### src/spcf_pkg.sv
// shared constants, types and tables for the segment pair crossing finder
package spcf_pkg;

    localparam int MAX_STICKS   = 64;
    localparam int SLOT_W       = $clog2(MAX_STICKS);
    localparam int CNT_W        = $clog2(MAX_STICKS + 1);
    localparam int MAX_RES      = 63;
    localparam int RES_W        = 6;
    localparam int CORDIC_STEPS = 14;
    localparam int STEP_W       = 4;
    localparam int POS_W        = 18;
    localparam int ANG_W        = 16;
    localparam int LAB_W        = 16;
    localparam int LEN_W        = 17;
    localparam int TRIG_W       = 19;
    localparam int ZW           = 18;
    localparam int DIFF_W       = 19;
    localparam int PROD_W       = 38;
    localparam int ACC_W        = 40;
    localparam int DIST_W       = 17;
    localparam int NSLOT_W      = 7;
    localparam int ENTRY_W      = 2 * POS_W + ANG_W + LAB_W;
    localparam int IN_DATA_W    = 72;
    localparam int OUT_DATA_W   = 80;

    localparam logic [NSLOT_W-1:0] NOT_STORED  = NSLOT_W'(MAX_STICKS);
    localparam logic [LEN_W-1:0]   LEN_RESET   = 17'd65536;
    localparam logic [TRIG_W-1:0]  CORDIC_GAIN = 19'd39797;

    // stick kinds
    localparam logic KIND_ADD   = 1'b0;
    localparam logic KIND_CLEAR = 1'b1;

    typedef struct packed {
        logic signed [TRIG_W-1:0] cn;
        logic signed [TRIG_W-1:0] sn;
        logic signed [TRIG_W-1:0] co;
        logic signed [TRIG_W-1:0] so;
        logic signed [DIFF_W-1:0] bx;
        logic signed [DIFF_W-1:0] by;
    } t_sol_req;

    typedef struct packed {
        logic              hit;
        logic [DIST_W-1:0] d_old;
        logic [DIST_W-1:0] d_new;
    } t_sol_res;

    // atan(2^-i) in units of 1/65536 turn
    function automatic logic [13:0] atan_turn(input logic [STEP_W-1:0] i);
        logic [13:0] v;
        case (i)
            4'd0:    v = 14'd8192;
            4'd1:    v = 14'd4836;
            4'd2:    v = 14'd2555;
            4'd3:    v = 14'd1297;
            4'd4:    v = 14'd651;
            4'd5:    v = 14'd326;
            4'd6:    v = 14'd163;
            4'd7:    v = 14'd81;
            4'd8:    v = 14'd41;
            4'd9:    v = 14'd20;
            4'd10:   v = 14'd10;
            4'd11:   v = 14'd5;
            4'd12:   v = 14'd3;
            4'd13:   v = 14'd1;
            default: v = 14'd0;
        endcase
        return v;
    endfunction

endpackage

### src/spcf_cordic.sv
// iterative rotation cordic giving cosine and sine of a turn-fraction angle
module spcf_cordic (
    input  logic                                i_clk,
    input  logic                                i_rst_n,
    input  logic                                i_start,
    input  logic [spcf_pkg::ANG_W-1:0]          i_angle,
    output logic                                o_done,
    output logic signed [spcf_pkg::TRIG_W-1:0]  o_cos,
    output logic signed [spcf_pkg::TRIG_W-1:0]  o_sin
);

    logic                               r_busy;
    logic [spcf_pkg::STEP_W-1:0]        r_step;
    logic signed [spcf_pkg::TRIG_W-1:0] r_x, r_y, r_cos, r_sin;
    logic signed [spcf_pkg::ZW-1:0]     r_z;
    logic                               r_flip, r_done;

    logic signed [spcf_pkg::TRIG_W-1:0] n_x, n_y;
    logic signed [spcf_pkg::ZW-1:0]     n_z, z0, atz;
    logic                               flip0;

    // fold into the half turn around zero
    always_comb begin
        flip0 = 1'b0;
        if (i_angle >= 16'd16384 && i_angle < 16'd49152) begin
            z0    = $signed({2'b00, i_angle}) - 18'sd32768;
            flip0 = 1'b1;
        end else if (i_angle >= 16'd49152) begin
            z0 = $signed({2'b00, i_angle}) - 18'sd65536;
        end else begin
            z0 = $signed({2'b00, i_angle});
        end
    end

    always_comb begin
        atz = $signed({4'b0000, spcf_pkg::atan_turn(r_step)});
        if (r_z >= 0) begin
            n_x = r_x - (r_y >>> r_step);
            n_y = r_y + (r_x >>> r_step);
            n_z = r_z - atz;
        end else begin
            n_x = r_x + (r_y >>> r_step);
            n_y = r_y - (r_x >>> r_step);
            n_z = r_z + atz;
        end
    end

    always_ff @(posedge i_clk) begin
        if (!i_rst_n) begin
            r_busy <= 1'b0;
            r_done <= 1'b0;
            r_step <= '0;
        end else begin
            r_done <= !i_start && r_busy
                      && (r_step == spcf_pkg::STEP_W'(spcf_pkg::CORDIC_STEPS - 1));
            if (i_start) begin
                r_busy <= 1'b1;
                r_step <= '0;
                r_x    <= spcf_pkg::CORDIC_GAIN;
                r_y    <= '0;
                r_z    <= z0;
                r_flip <= flip0;
            end else if (r_busy) begin
                r_x    <= n_x;
                r_y    <= n_y;
                r_z    <= n_z;
                r_step <= r_step + 1'b1;
                if (r_step == spcf_pkg::STEP_W'(spcf_pkg::CORDIC_STEPS - 1)) begin
                    r_busy <= 1'b0;
                    r_cos  <= r_flip ? -n_x : n_x;
                    r_sin  <= r_flip ? -n_y : n_y;
                end
            end
        end
    end

    assign o_done = r_done;
    assign o_cos  = r_cos;
    assign o_sin  = r_sin;

endmodule

### config.mk
export PLATFORM = sky130hd
export DESIGN_NAME = spcf_cordic
export DESIGN_NICKNAME = d
export VERILOG_FILES = /design/src/spcf_pkg.sv /design/src/spcf_cordic.sv
export SDC_FILE = /design/constraint.sdc
export NUM_CORES = 1
export LEC_CHECK = 0
export BUFFER_PORTS_ARGS = -buffer_cell sky130_fd_sc_hd__clkbuf_2
export CAP_MARGIN = 10
export CELL_PAD_IN_SITES_DETAIL_PLACEMENT = 0
export CELL_PAD_IN_SITES_GLOBAL_PLACEMENT = 1
export CORE_MARGIN = 2
export CORE_UTILIZATION = 45
export CTS_BUF_LIST = sky130_fd_sc_hd__clkbuf_16
export DETAILED_ROUTE_END_ITERATION = 16
export PLACE_DENSITY = 0.85
export SETUP_SLACK_MARGIN = 0.05
export SLEW_MARGIN = 15
export SYNTH_ARGS = -nofsm -noshare
export SYNTH_HDL_FRONTEND = slang
export SYNTH_SLANG_ARGS = --single-unit
### constraint.sdc
create_clock -name i_clk -period 16.6 [get_ports i_clk]
set_clock_uncertainty 0.1 [all_clocks]
set_input_delay 0.83 -clock i_clk [delete_from_list [all_inputs] [get_ports i_clk]]
set_output_delay 0.83 -clock i_clk [all_outputs]
set_load 0.05 [all_outputs]
## Word level (Yosys, flattened, before mapping)

Memories as Yosys holds them, arrays and structs flattened. A register that Yosys moved wholly into a read port is not among the register bits.
Cells that the tools add are included.

- Bits in registers: 101
- Bits in latches: 0
- RAM bits: 0
- ROM bits: 224
- Input port bits: 19
- Output and inout bits: 39
- Logic and storage cells: 56
- Memories kept: 1

Memory list:

| memory | depth | bits a word | read ports | clocked after Yosys merged registers in | wr ports | line | source |
|---|---|---|---|---|---|---|---|
| (no name shown) | 16 | 14 | 1 | 1 | 0 | spcf_pkg.sv:52 | `case (i)` |

- $add $sub $neg: 11
- $mul: 0
- Div/mod/pow operators: 0
- Order comparisons: 4
- Equal/unequal tests: 1
- Shift operators: 2
- Mux-type cells: 17
- Bitwise logic cells: 2
- Reduce and logical (&&, ||, !) cells: 9

Operator list:

| operator | number |
|---|---|
| 19-bit two-way mux | 6 |
| 18-bit two-way mux | 5 |
| 19-bit adder | 2 |
| 19-bit negation | 2 |
| 19-bit by 4-bit >>> shifter with 19-bit output | 2 |
| 19-bit subtractor | 2 |
| 18-bit by 15-bit adder with 18-bit output | 1 |
| 18-bit by 1-bit >= comparator with 1-bit output, second input constant | 1 |
| 16-bit by 17-bit subtractor with 18-bit output, second input constant | 1 |
| 18-bit by 15-bit subtractor with 18-bit output | 1 |
| 16-bit by 16-bit subtractor with 17-bit output, second input constant | 1 |
| 16-bit by 15-bit >= comparator with 1-bit output, second input constant | 1 |
| 16-bit >= comparator, second input constant | 1 |
| 16-bit < comparator, second input constant | 1 |
| 4-bit two-way mux | 2 |
| 4-bit by 1-bit adder with 4-bit output, second input constant | 1 |
| 4-bit == test, second input constant | 1 |
| 1-bit two-way mux | 4 |
| 2-bit AND reduction | 2 |
| 4-bit AND reduction | 1 |
| 1-bit logical AND | 3 |
| 1-bit NOT | 2 |
| 2-bit nonzero test | 1 |
| 2-bit OR reduction | 1 |
| 1-bit logical NOT | 1 |

## Depth between registers and ports, before layout

- Word-level depth: 5
- Mapped depth: 25
- Mapped depth without buffers: 21

## Worst setup path before layout

No wires, ideal clock.

- Path kind: register to register
- From: register r_step[2] (netlist bit)
- To: register r_cos (netlist bit o_cos[17]), data pin
- Setup time: 0.264 ns
- Arrival time: 5.670 ns
- Data required time: 16.236 ns
- Setup slack: 10.566 ns
- Cell stages (with the launch flop): 22
- Clock period less this slack: 6.034 ns
- Path through: dfxtp_1 clkbuf_1 buf_1 clkbuf_1 buf_1 buf_1 o21ai_0 ha_1 and2_1 nand3_1 nand2_1 xor2_1 ha_1 a211o_1 or3_1 o32ai_2 xnor2_1 nand2b_4 or4b_4 or4_4 o41ai_2 xnor2_1

- Cells in the longest elaborated chain, start to end: 5
- Elaborated cells between the ends (all ways): 6
- Classes of those cells: add/sub: 3; shift: 1; mux: 2

Ends and longest elaborated chain:

| what | line | source |
|---|---|---|
| from (decl) | spcf_cordic.sv:13 | `logic [spcf_pkg::STEP_W-1:0] r_step;` |
| from (signal assigned) | spcf_cordic.sv:67 | `r_step <= r_step + 1'b1;` |
| 19-bit by 4-bit >>> shifter with 19-bit output * | spcf_cordic.sv:38, spcf_cordic.sv:42 |  |
| 19-bit adder or 19-bit subtractor (tied branches) | spcf_cordic.sv:42, spcf_cordic.sv:38 |  |
| 19-bit two-way mux * | spcf_cordic.sv:37 | `if (r_z >= 0) begin` |
| 19-bit negation | spcf_cordic.sv:70 | `r_cos <= r_flip ? -n_x : n_x;` |
| 19-bit two-way mux * | spcf_cordic.sv:70 |  |
| to (signal assigned) | spcf_cordic.sv:70 |  |
| to (decl) | spcf_cordic.sv:14 | `logic signed [spcf_pkg::TRIG_W-1:0] r_x, r_y, r_cos, r_sin;` |

Mark *: on every way between the ends. The rest lies on a longest branch, timed or not.
A chain may end at the register's enable or synchronous reset.

## Final worst setup path

- From: register r_step[0] (netlist bit)
- To: register r_sin (netlist bit o_sin[18]), data pin

- Cells in the longest elaborated chain, start to end: 5
- Elaborated cells between the ends (all ways): 6
- Classes of those cells: add/sub: 3; shift: 1; mux: 2

Ends and longest elaborated chain:

| what | line | source |
|---|---|---|
| 19-bit by 4-bit >>> shifter with 19-bit output * | spcf_cordic.sv:39, spcf_cordic.sv:43 |  |
| 19-bit subtractor or 19-bit adder (tied branches) | spcf_cordic.sv:43, spcf_cordic.sv:39 |  |
| 19-bit two-way mux * | spcf_cordic.sv:37 |  |
| 19-bit negation | spcf_cordic.sv:71 | `r_sin <= r_flip ? -n_y : n_y;` |
| 19-bit two-way mux * | spcf_cordic.sv:71 |  |
| to (signal assigned) | spcf_cordic.sv:71 |  |
| to (decl) | spcf_cordic.sv:14 |  |

Marks and branches as above.

==> results.sh <==
export IMPL_rows=55
export IMPL_root_buffer="clkbuf_16"
export IMPL_p_leak_nw=4.378
export IMPL_port_buffers=57
export IMPL_final_min_clock_period_ns=6.568
export IMPL_power_density_mw_per_mm2=182.0
export IMPL_clockPowerShare=0.181
export IMPL_drc=0
export IMPL_grt_max_degree=79
export IMPL_maxCapViolCount=0
export IMPL_post_dp_cell_area_sq_mm=0.01096
export IMPL_grt_first_pass_wirelength_um=41400
export IMPL_max_freq_mhz=152.3
export IMPL_yosys_area_top_type="edfxtp_1"
export IMPL_setup_violations=0
export IMPL_cp_end_kind="flop"
export IMPL_holdPathStages=1
export IMPL_synthTopCellsByArea="edfxtp_1, ha_1, mux4_2"
export IMPL_nets=1236
export IMPL_drt_pass1_iterations=5
export IMPL_viasPerCell=5.885
export IMPL_p_seq_frac=0.234
export IMPL_place_inst=1414
export IMPL_gp_congestion=0.9098
export IMPL_gr_usage_all_layers=0.2139
export IMPL_async_flop_share=0
export IMPL_r2r_start="r_step[0]"
export IMPL_ys_ff_latch=115
export IMPL_cp_required_ns=16.67
export IMPL_avgSynthCellArea_sq_um=9.419
export IMPL_period_share=0.3957
export IMPL_wirelength_um=25470
export IMPL_hp_start="r_y[0]"
export IMPL_synth_most_common_cell="nand2_1"
export IMPL_cp_start_kind="flop"
export IMPL_swShare=0.4296
export IMPL_hold_slack_ns=0.5309
export IMPL_start_util=0.4608
export IMPL_synth_edf_count=95
export IMPL_grt_ovfl_total=0
export IMPL_outcome="finished, final reports clean"
export IMPL_min_to="o_sin[0]"
export IMPL_numCtsBuffers=17
export IMPL_clk_pin_slew_ns=0.06
export IMPL_grt_pass1_vias=8112
export IMPL_min_delay_path_class="flop to flop"
export IMPL_worstPathMaxFanout=58
export IMPL_r2r_cells=19
export IMPL_dieArea_sq_mm=0.02449
export IMPL_yosysSeqAreaShare=0.3109
export IMPL_htree_levels=4
export IMPL_reg2reg_slack_ns=10.03
export IMPL_cts_tree="built"
export IMPL_diodes=0
export IMPL_path_class="flop to flop"
export IMPL_relSlewSlack=0.3632
export IMPL_p_int_mw=1.200
export IMPL_die_w_um=156.5
export IMPL_ios=58
export IMPL_die_y_um=156.5
export IMPL_hold_buffers=0
export IMPL_ant_nets=0
export IMPL_cp_arrival_ns=6.63
export IMPL_synth_top_area_frac=0.2726
export IMPL_netSwitchingPower_mw=0.9037
export IMPL_stdcell_count=1445
export IMPL_drive_gt1_frac=0.1491
export IMPL_netlist_instances=1111
export IMPL_antenna_found_initial=0
export IMPL_wire_per_inst_um=17.62
export IMPL_place_hpwl_um=18120
export IMPL_syn_area_sq_mm=0.01047
export IMPL_synth_top_flop_cell="edfxtp_1"
export IMPL_clk_latency_ns=0.43
export IMPL_drtIter0Drc=549
export IMPL_synthDistinctLibCells=81
export IMPL_tightest_slew_ns=0.9517
export IMPL_crit_reg2reg_capture="o_sin[18]"
export IMPL_cts_resized=0
export IMPL_rsz0062_at_grt="false"
export IMPL_fin_setup_tns_ns=0
export IMPL_post_cts_buffers=0
export IMPL_pwr_share_comb=0.585
export IMPL_synth_warnings=0
export IMPL_drv_slew=0
export IMPL_synth_common_cells="nand2_1, edfxtp_1, o21ai_0, nor2_1, ha_1"
export IMPL_synthesis_nets=1199
export IMPL_fill_cells=2127
export IMPL_cts_sinks=115
export IMPL_hold_violations=0
export IMPL_fin_area_sq_mm=0.01156
export IMPL_syn_to_final_growth_pct=10.45
export IMPL_vias=8504
export IMPL_core_sq_mm=0.02271
export IMPL_clock_path_buffers=2
export IMPL_ir_worst_vdd_v=0.0001080
power by group through the flow:
stage	Combinational [mW]	Sequential [mW]	Clock (mW)
finish	1.23	0.492	0.381
global route	1.37	0.496	0.399
CTS	1.23	0.488	0.388
detailed placement	1.22	0.493	0
global placement	1.19	0.493	0
floorplan	1.00	0.456	0
worst max-delay path, stage by stage (launching register included):
cell and delay (ns):
dfxtp_2 0.30, buf_4 0.65, mux2_1 0.42, mux4_2 0.52
a21oi_1 0.35, ha_1 0.26, nand2_1 0.06, nor3_1 0.24
nor2_1 0.11, o31ai_1 0.29, xor2_1 0.12, ha_1 0.25
nor3_1 0.37, a21oi_1 0.26, o211ai_1 0.29, nand3_1 0.20
or3_1 0.42, or4b_2 0.74, a22oi_1 0.24, xor2_1 0.09
layout by cell type, fill, tap and decap left out, drive strengths merged, types with 7 or more instances in the layout:
cell type	instances
xor2	58
nor2	77
buf	10
or2	14
o21a	15
a31oi	9
mux4	36
o21ai	86
clkbuf	74
nor2b	28
mux2i	24
nand4	7
o41ai	9
nand2b	24
o211ai	17
mux2	19
inv	45
dfxtp	20
a21oi	56
ha	66
nand3	21
a21o	10
or3	10
o31ai	24
nor3	28
clkinv	7
and3	7
nand2	108
xnor2	64
edfxtp	95
cells by family after synthesis:
family	count (synthesis)	synth area share
muxes	79	0.1212
adders and majority gates	69	0.08465
xor gates and xnor gates	122	0.1028
AOI/OAI and AO/OA	276	0.1734
DFF	115	0.3109
buffers and inverters	94	0.03814
and+or+nand+nor	356	0.1689
registers in the layout (all words and copies together), names as in the netlist:
signal,cells
o_cos,19
o_sin,19
r_x,19
r_y,19
r_z,18
atz,14
r_step,4
o_done,1
r_busy,1
r_flip,1
through the flow:
stage / util / total power, mW / worst slack (ns)
after floorplan: - / 1.457 / 10.57
final: 0.5090 / 2.104 / 10.03
after detailed placement: 0.4828 / 1.708 / 10.10
after CTS: 0.5090 / 2.104 / 10.04
after global placement: 0.4828 / 1.687 / 10.27
after global routing: 0.5090 / 2.269 / 9.490
worst max path at each step:
stage	startpoint	end	slack, ns	depth (start not counted)
after floorplan	r_step[2]	o_cos[17]	10.57	21
after global placement	r_step[0]	o_sin[18]	10.27	21
after detailed placement	r_step[0]	o_sin[18]	10.10	21
after CTS	r_step[0]	o_sin[18]	10.04	21
after global routing	r_step[0]	o_sin[18]	9.49	21
final	r_step[0]	o_sin[18]	10.03	19
layout make-up:
class | count | area [sq um] | share of cell area
multi-input cells | 902 | 6822 | 0.5902
repair buffers | 67 | 360.3 | 0.03118
well taps | 285 | 356.6 | 0.03085
flip-flops and latches | 115 | 3256 | 0.2817
clock buffers | 17 | 425.4 | 0.03680
clock inverters | 14 | 170.2 | 0.01472
inverters | 45 | 168.9 | 0.01461
per-layer routing:
layer	track usage	wire, um	vias up
li1	-	-	4198
met1	0.2932	12160	4075
met2	0.3413	11690	199
met3	0.03932	1159	32
met4	0.07208	457	0
met5	0	0	-
Note: power is estimated with default switching activity, not from simulation.
