## config.mk

```make
export PLATFORM = sky130hd
export DESIGN_NAME = spcf_solver
export DESIGN_NICKNAME = d
export VERILOG_FILES = /design/src/spcf_pkg.sv /design/src/spcf_solver.sv
export SDC_FILE = /design/constraint.sdc
export NUM_CORES = 2
export LEC_CHECK = 0
export BUFFER_PORTS_ARGS = -buffer_cell sky130_fd_sc_hd__buf_2
export CAP_MARGIN = 0
export CELL_PAD_IN_SITES_DETAIL_PLACEMENT = 0
export CELL_PAD_IN_SITES_GLOBAL_PLACEMENT = 1
export CORE_MARGIN = 4
export CORE_UTILIZATION = 54
export CTS_BUF_LIST = sky130_fd_sc_hd__clkbuf_16
export DETAILED_ROUTE_END_ITERATION = 8
export PLACE_DENSITY_LB_ADDON = 0.15
export REMOVE_ABC_BUFFERS = 1
export SYNTH_ARGS = -nofsm -noshare
export SYNTH_HDL_FRONTEND = slang
export SYNTH_SLANG_ARGS = --single-unit
```

## constraint.sdc

```tcl
create_clock -name i_clk -period 15.2 [get_ports i_clk]
set_input_delay 3.04 -clock i_clk [delete_from_list [all_inputs] [get_ports i_clk]]
set_output_delay 3.04 -clock i_clk [all_outputs]
set_load 0.02 [all_outputs]
```

## src/spcf_pkg.sv

```systemverilog
// shared constants, types and tables for the segment pair crossing finder
package spcf_pkg;

    localparam int MAX_STICKS   = 64;
    localparam int SLOT_W       = $clog2(MAX_STICKS);
    localparam int CNT_W        = $clog2(MAX_STICKS + 1);
    localparam int MAX_RES      = 63;
    localparam int RES_W        = 6;
    localparam int CORDIC_STEPS = 14;
    localparam int STEP_W       = 4;
    localparam int POS_W        = 18;
    localparam int ANG_W        = 16;
    localparam int LAB_W        = 16;
    localparam int LEN_W        = 17;
    localparam int TRIG_W       = 19;
    localparam int ZW           = 18;
    localparam int DIFF_W       = 19;
    localparam int PROD_W       = 38;
    localparam int ACC_W        = 40;
    localparam int DIST_W       = 17;
    localparam int NSLOT_W      = 7;
    localparam int ENTRY_W      = 2 * POS_W + ANG_W + LAB_W;
    localparam int IN_DATA_W    = 72;
    localparam int OUT_DATA_W   = 80;

    localparam logic [NSLOT_W-1:0] NOT_STORED  = NSLOT_W'(MAX_STICKS);
    localparam logic [LEN_W-1:0]   LEN_RESET   = 17'd65536;
    localparam logic [TRIG_W-1:0]  CORDIC_GAIN = 19'd39797;

    // stick kinds
    localparam logic KIND_ADD   = 1'b0;
    localparam logic KIND_CLEAR = 1'b1;

    typedef struct packed {
        logic signed [TRIG_W-1:0] cn;
        logic signed [TRIG_W-1:0] sn;
        logic signed [TRIG_W-1:0] co;
        logic signed [TRIG_W-1:0] so;
        logic signed [DIFF_W-1:0] bx;
        logic signed [DIFF_W-1:0] by;
    } t_sol_req;

    typedef struct packed {
        logic              hit;
        logic [DIST_W-1:0] d_old;
        logic [DIST_W-1:0] d_new;
    } t_sol_res;

    // atan(2^-i) in units of 1/65536 turn
    function automatic logic [13:0] atan_turn(input logic [STEP_W-1:0] i);
        logic [13:0] v;
        case (i)
            4'd0:    v = 14'd8192;
            4'd1:    v = 14'd4836;
            4'd2:    v = 14'd2555;
            4'd3:    v = 14'd1297;
            4'd4:    v = 14'd651;
            4'd5:    v = 14'd326;
            4'd6:    v = 14'd163;
            4'd7:    v = 14'd81;
            4'd8:    v = 14'd41;
            4'd9:    v = 14'd20;
            4'd10:   v = 14'd10;
            4'd11:   v = 14'd5;
            4'd12:   v = 14'd3;
            4'd13:   v = 14'd1;
            default: v = 14'd0;
        endcase
        return v;
    endfunction

endpackage

```

## src/spcf_solver.sv

```systemverilog
// shared multiplier and restoring divider that solve one stick pair
module spcf_solver (
    input  logic                        i_clk,
    input  logic                        i_rst_n,
    input  logic                        i_start,
    input  spcf_pkg::t_sol_req          i_req,
    input  logic [spcf_pkg::LEN_W-1:0]  i_len,
    output logic                        o_done,
    output spcf_pkg::t_sol_res          o_res
);

    localparam logic [2:0] S_IDLE = 3'd0;
    localparam logic [2:0] S_MUL  = 3'd1;
    localparam logic [2:0] S_NORM = 3'd2;
    localparam logic [2:0] S_CHK  = 3'd3;
    localparam logic [2:0] S_DIVO = 3'd4;
    localparam logic [2:0] S_DIVN = 3'd5;

    localparam int DIV_LAST = spcf_pkg::DIST_W - 1;

    logic [2:0]                          r_state;
    logic [4:0]                          r_step;
    spcf_pkg::t_sol_req                  r_req;
    logic signed [spcf_pkg::PROD_W-1:0]  r_prod;
    logic signed [spcf_pkg::ACC_W-1:0]   r_det, r_numo, r_numn, prod_x;
    logic [spcf_pkg::ACC_W-1:0]          r_rem, div_t, twodet;
    logic [spcf_pkg::DIST_W-1:0]         r_q, r_do, n_q;
    logic                                div_ge, r_done;
    logic                                chk_fail, done_now;
    logic signed [spcf_pkg::TRIG_W-1:0]  ma;
    logic signed [spcf_pkg::DIFF_W-1:0]  mb;
    spcf_pkg::t_sol_res                  r_res;

    // operand selection for the one multiplier
    always_comb begin
        case (r_step)
            5'd0:    begin ma = r_req.cn; mb = r_req.so; end
            5'd1:    begin ma = r_req.co; mb = r_req.sn; end
            5'd2:    begin ma = r_req.sn; mb = r_req.bx; end
            5'd3:    begin ma = r_req.cn; mb = r_req.by; end
            5'd4:    begin ma = r_req.so; mb = r_req.bx; end
            default: begin ma = r_req.co; mb = r_req.by; end
        endcase
    end

    assign prod_x = {{(spcf_pkg::ACC_W - spcf_pkg::PROD_W){r_prod[spcf_pkg::PROD_W-1]}}, r_prod};
    assign twodet = {r_det[spcf_pkg::ACC_W-2:0], 1'b0};

    // quotient of 2^17 or more can never pass the length test
    assign chk_fail = r_numo <= 0 || r_numn <= 0 || $unsigned(r_numo) >= twodet
                      || $unsigned(r_numn) >= twodet;
    assign done_now = (r_state == S_NORM && r_det == '0)
                      || (r_state == S_CHK && chk_fail)
                      || (r_state == S_DIVN && r_step == 5'(DIV_LAST));

    // one restoring divide step
    always_comb begin
        div_t  = (r_step == 5'd0) ? r_rem : {r_rem[spcf_pkg::ACC_W-2:0], 1'b0};
        div_ge = div_t >= $unsigned(r_det);
        n_q    = {r_q[spcf_pkg::DIST_W-2:0], div_ge};
    end

    always_ff @(posedge i_clk) begin
        if (!i_rst_n) begin
            r_state <= S_IDLE;
            r_done  <= 1'b0;
            r_step  <= '0;
        end else begin
            r_done <= done_now;
            unique case (r_state)
                S_IDLE: begin
                    if (i_start) begin
                        r_req   <= i_req;
                        r_step  <= '0;
                        r_state <= S_MUL;
                    end
                end
                S_MUL: begin
                    r_prod <= ma * mb;
                    r_step <= r_step + 1'b1;
                    case (r_step)
                        5'd1:    r_det  <= prod_x;
                        5'd2:    r_det  <= r_det - prod_x;
                        5'd3:    r_numo <= prod_x;
                        5'd4:    r_numo <= r_numo - prod_x;
                        5'd5:    r_numn <= prod_x;
                        5'd6:    r_numn <= r_numn - prod_x;
                        default: ;
                    endcase
                    if (r_step == 5'd6) r_state <= S_NORM;
                end
                S_NORM: begin
                    if (r_det == '0) begin
                        r_res.hit <= 1'b0;
                        r_state   <= S_IDLE;
                    end else begin
                        if (r_det < 0) begin
                            r_det  <= -r_det;
                            r_numo <= -r_numo;
                            r_numn <= -r_numn;
                        end
                        r_state <= S_CHK;
                    end
                end
                S_CHK: begin
                    if (chk_fail) begin
                        r_res.hit <= 1'b0;
                        r_state   <= S_IDLE;
                    end else begin
                        r_rem   <= $unsigned(r_numo);
                        r_q     <= '0;
                        r_step  <= '0;
                        r_state <= S_DIVO;
                    end
                end
                S_DIVO: begin
                    if (r_step == 5'(DIV_LAST)) begin
                        r_do    <= n_q;
                        r_rem   <= $unsigned(r_numn);
                        r_q     <= '0;
                        r_step  <= '0;
                        r_state <= S_DIVN;
                    end else begin
                        r_rem  <= div_ge ? div_t - $unsigned(r_det) : div_t;
                        r_q    <= n_q;
                        r_step <= r_step + 1'b1;
                    end
                end
                S_DIVN: begin
                    r_rem  <= div_ge ? div_t - $unsigned(r_det) : div_t;
                    r_q    <= n_q;
                    r_step <= r_step + 1'b1;
                    if (r_step == 5'(DIV_LAST)) begin
                        r_res.hit   <= (r_do != '0) && (r_do < i_len)
                                       && (n_q != '0) && (n_q < i_len);
                        r_res.d_old <= r_do;
                        r_res.d_new <= n_q;
                        r_state     <= S_IDLE;
                    end
                end
                default: r_state <= S_IDLE;
            endcase
        end
    end

    assign o_done = r_done;
    assign o_res  = r_res;

endmodule

```

== Yosys cells after proc, flatten, opt, wreduce, memory -nomap -nowiden ==
Cells that the tools add are included.
Word-level totals
  bits of input ports: 134
  register bits: 389
  output and inout port bits: 36
  logic and storage cells: 131
Operators by class
  add/sub/neg operators: 8
  multipliers: 1
  mux-type cells: 37
  eq/ne operators: 24
  magnitude comparators: 8
  reduce and logical (&&, ||, !) cells: 34
Operators by type and width (number)
  one-hot mux 40 bit (2 select lines): 6
  two-way mux 40 bit: 10
  greater-or-equal comparator 40 bit: 3
  negation 40 bit: 3
  one-hot mux 40 bit (3 select lines): 1
  subtractor 40 x 38 -> 40 bit: 3
  one-hot mux 19 bit (3 select lines): 2
  <= comparator 40 x 1 -> 1 bit, second input constant: 2
  one-hot mux 16 bit (3 select lines): 1
  logical NOT 40 bit: 1
  less-than comparator 40 x 1 -> 1 bit, second input constant: 1
  subtractor 40 bit: 1
  multiplier 19 x 19 -> 38 bit: 1
  two-way mux 35 bit: 1
  less-than comparator 17 bit: 2
  nonzero test 17 bit: 2
  two-way mux 16 bit: 2
  one-hot mux 5 bit (4 select lines): 1
  AND reduction 5 bit: 4
  one-hot mux 3 bit (6 select lines): 1
  == test 5 x 3 -> 1 bit, second input constant: 3
  two-way mux 3 bit: 5
  two-way mux 5 bit: 3
  AND reduction 3 bit: 5
  24 further kinds: 48

== Logic depth before layout (Yosys ltp) ==
  word-level depth: 8
  mapped depth: 39
  depth with buffers taken out: 36

== Least setup slack after synthesis ==
OpenSTA, ideal clock, no wires.
  kind: register to register
  from: register r_step[0]
  to: register r_prod[36] in the netlist's numbering, data pin
  slack: 6215 ps
  data required time: 14942 ps
  arrival: 8727 ps
  cell stages (with the launch flop): 38
  clock period less this slack: 8985 ps
  path through: dfxtp_1 inv_1 ha_1 nand2b_1 or2_2 clkbuf_1 nand2_1 clkbuf_1 buf_2 a222oi_1 a21oi_1 clkbuf_1 nand2_1 fa_1 inv_1 fa_1 inv_1 fa_1 [... 2 more ...] fa_1 fa_1 inv_1 fa_1 inv_1 ha_1 nand2_1 o221ai_1 a221o_1 a2111o_1 nand4_1 o221ai_1 o211a_1 o21ai_0 nand2b_1 a21o_1 a21oi_1 xnor2_1
Between the ends
  cells in the longest elaborated chain, start to end: 4
  elaborated cells between the ends (all ways): 10
  those cells by class: mul (1); eq/ne (4); mux (2); reduce/logical (3)
RTL lines
  start: declaration: RTL line spcf_solver.sv:22  | logic [4:0] r_step;
  start signal: assignment: RTL line spcf_solver.sv:80  | r_step <= r_step + 1'b1;
  start signal: assignment: RTL line spcf_solver.sv:126  | r_step <= r_step + 1'b1;
  start signal: assignment: RTL line spcf_solver.sv:132  | r_step <= r_step + 1'b1;
  == test 5 x 2 -> 1 bit, or another cell as far along: RTL line spcf_solver.sv:36  | case (r_step)
  OR reduction 2 bit (no source line)
  one-hot mux 19 bit (3 select lines): RTL line spcf_solver.sv:36
  multiplier 19 x 19 -> 38 bit *: RTL line spcf_solver.sv:79  | r_prod <= ma * mb;
  end signal: assignment: RTL line spcf_solver.sv:79
  end: declaration: RTL line spcf_solver.sv:24  | logic signed [spcf_pkg::PROD_W-1:0] r_prod;
Every way passes the cells marked *; elsewhere a longest branch is shown, timed or not.
A chain may end at the register's enable or synchronous reset.

== Final worst setup path ==
  from: register r_step[2]
  to: register r_prod[36] in the netlist's numbering, data pin
The elaborated chain is that of the path after synthesis.

==> key figures <==
Status
  – Status: complete, no violations

Global route
  – Total track usage: 27.8%
  – Vias in the first global route: 34300
  – Antenna violations before repair: 0
  – Global route overflow: 0
  – First-pass GRT wire length: 188000 um
  – Largest net degree at the start of global routing: 90

Detailed routing
  – Remaining DRCs: 0
  – Total number of vias: 34300
  – Post-detailed-route wirelength per cell: 20.2 um
  – Vias/cell: 5.87
  – TritonRoute pass-1 iters: 6
  – ANT nets after route: 0
  – DRT iter0 DRCs: 2441
  – Total routed wirelength: 118000 um

Worst setup path
  – Nature of the critical path endpoint: register
  – Critical path required time: 15550 ps
  – Crit-path max cell delay: 800 ps
  – CP max-delay cell: nand2_2
  – CP Max Fanout: 54
  – Critical path class: register to register
  – Most used cell, CP: fa_1
  – Startpoint types: register
  – Critical Path AT: 11130 ps

Synth
  – Top-area cell type share of the netlist area: 26.6%
  – Area contributors post-synth: edfxtp_1 27%, fa_1 17%, ha_1 11%, inv_1 4.7%, nor2_1 4.1%
  – Average size of a mapped cell: 9.24 um^2
  – Ys flop type: edfxtp_1
  – Simple-Gate Fraction of Synth Area: 14.8%
  – Synthesis Warnings: 0
  – Cell taking the most area after synthesis: edfxtp_1
  – #FFs+latches synth: 389
  – Post-synth ARST share: 0%
  – Complex-gate fraction of the synthesized area: 16.4%
  – Synth Instances: 4645
  – Adder-cell share of the synthesized area: 28.7%
  – Synth Area in XOR/XNOR: 5.59%
  – Post-synth EDFFs: 380
  – Mux contribution to synthesized area: 1.32%
  – Largest family of logic cells by synthesized area: adder cells
  – Register area share after synthesis: 27.0%
  – Mapped Area: 42900 um^2
  – Library cells used by synthesis: 96

Finish
  – Fin nets: 5639
  – Fillers: 7138
  – N_diodes: 0
  – Most frequent cells in the layout: 540 x inv_1, 467 x nor2_1, 401 x nand2_1
  – Share of cells above drive strength 1: 8.44%
  – Most common cell after layout, fill and taps aside: inv_1
  – Area grow syn2layout: 8.71%

Clock network
  – Total clock sinks: 389
  – H-tree depth: 2
  – Clk Latency, worst-skew pair: 640 ps
  – Hold-fix buffers, CTS: 0
  – Max Root-Sink Buffers: 3
  – Post-CTS resize count: 0
  – Post-CTS setup buffers: 0
  – CTS tree: built
  – CTS Root Cell: clkbuf_16
  – Clock transition at the registers of the reported paths: 60 ps
  – CTS Buf Count: 49

Die
  – # IOs: 170
  – Initial Util: 54.4%
  – Die footprint: 84100 um^2
  – Core area: 78900 um^2
  – Die Y: 290 um
  – Num rows: 103
  – Die X: 290 um

Placement
  – Post-DP HPWL: 94900 um
  – GP Congestion: 0.942
  – Port bufs: 169

STA
  – Fmax: 0.0928 GHz
  – Final Setup Violations: 0
  – Post-route setup TNS: 0 ps
  – Slew headroom: 28.1%
  – Fin. max-slew vios: 0
  – Worst Max-Slew Pin Slew: 1080 ps
  – Fin. Hold Viols: 0
  – RSZ-0062 raised after global routing: no
  – Tmin final: 10770 ps
  – Tcrit/Tclk final: 70.9%
  – Clk_skew: 53.1 ps

Job
  – Max-cap check violation count: 0

Worst hold path
  – HP Class: register to register
-- per-layer routing --
| layer | global-route usage (%) | wire (um) | share of wire (%) |
|---|---|---|---|
| met1 | 37.9 | 51500 | 44 |
| met2 | 47.4 | 55700 | 47 |
| met3 | 2.72 | 6960 | 5.9 |
| met4 | 7.96 | 3730 | 3.2 |
| met5 | 0 | 0 | 0 |
-- worst max-delay path, delay by kind of cell (launching register included) --
family / cells / cell delay [ps]
AND/OR/NAND/NOR: 8 / 2640
flip-flops: 1 / 390
XOR/XNOR: 1 / 80
adder cells (fa/ha/maj): 8 / 3940
buffers and inverters: 5 / 660
AO/OA/AOI/OAI: 10 / 2700
-- Yosys cell counts, types with 15 or more instances --
cell type,n
or3_1,25
o21ai_0,219
o21a_1,36
and3_1,22
mux2_2,36
nand2b_1,80
and2_1,21
nand2_1,404
ha_1,387
o21bai_1,24
nor2b_1,59
a22oi_1,49
nand4_1,38
inv_1,534
a211oi_1,61
clkbuf_1,153
nor3_1,86
a221o_1,22
nor2_1,472
a21oi_1,327
a21o_1,102
mux2i_1,16
a22o_1,15
o31ai_1,18
fa_1,373
nand3_1,60
o211ai_1,23
xor2_1,112
a31oi_1,43
a222oi_1,21
xnor2_1,162
nor4_1,35
edfxtp_1,380
-- through the flow --
stage	instance area, um^2	instances	worst slack, ps	utilization [%]	hold WS [ps]
after floorplan	42200	4468	4800	-	441
after CTS	46700	5834	4470	59.2	487
after global placement	44900	5744	4700	57.0	471
after detailed placement	44900	5744	4500	57.0	471
final	46700	5834	4430	59.2	485
after global routing	46700	5834	3710	59.2	503
-- registers in the layout (all words and copies together) (netlist names), 5 cells and up --
register / cells
r_req: 114
r_do: 17
o_res: 35
r_step: 5
r_q: 16
r_rem: 40
r_numo: 40
r_det: 40
r_prod: 38
r_numn: 40
-- cell type report --
class,instances,area [um^2],share of cell area [%]
tap,1050,1310,2.81
multi-input combinational,3543,28800,61.6
clock buffer,49,1230,2.63
timing repair buffer,226,1270,2.73
inverter,536,2010,4.31
sequential,389,11600,24.8
clock inverter,41,508,1.09
-- cells by family (layout without fill, tap and decap cells) --
group           count (synthesis)  in the layout
compound gates               1084           1084
mux                            52             52
simple gates                 1373           1373
xor+xnor                      274            274
flops                         389            389
buf+inv                       713            852
fa+ha+maj                     760            760
-- worst paths after layout --
kind	from	end	slack [ps]	cells past startpoint
setup reg to reg	r_step[2]$_SDFFE_PN0P_	r_prod[36]$_DFFE_PP_	4430	32
setup / recovery	r_step[2]$_SDFFE_PN0P_	r_prod[36]$_DFFE_PP_	4430	32
hold / removal	r_do[0]$_DFFE_PP_	o_res[17]$_DFFE_PP_	490	0
hold reg to reg	r_do[0]$_DFFE_PP_	o_res[17]$_DFFE_PP_	490	0
Power is left out: the tool's default activity adds up to more than one toggle a clock period on the data nets, which glitch-free logic cannot reach.
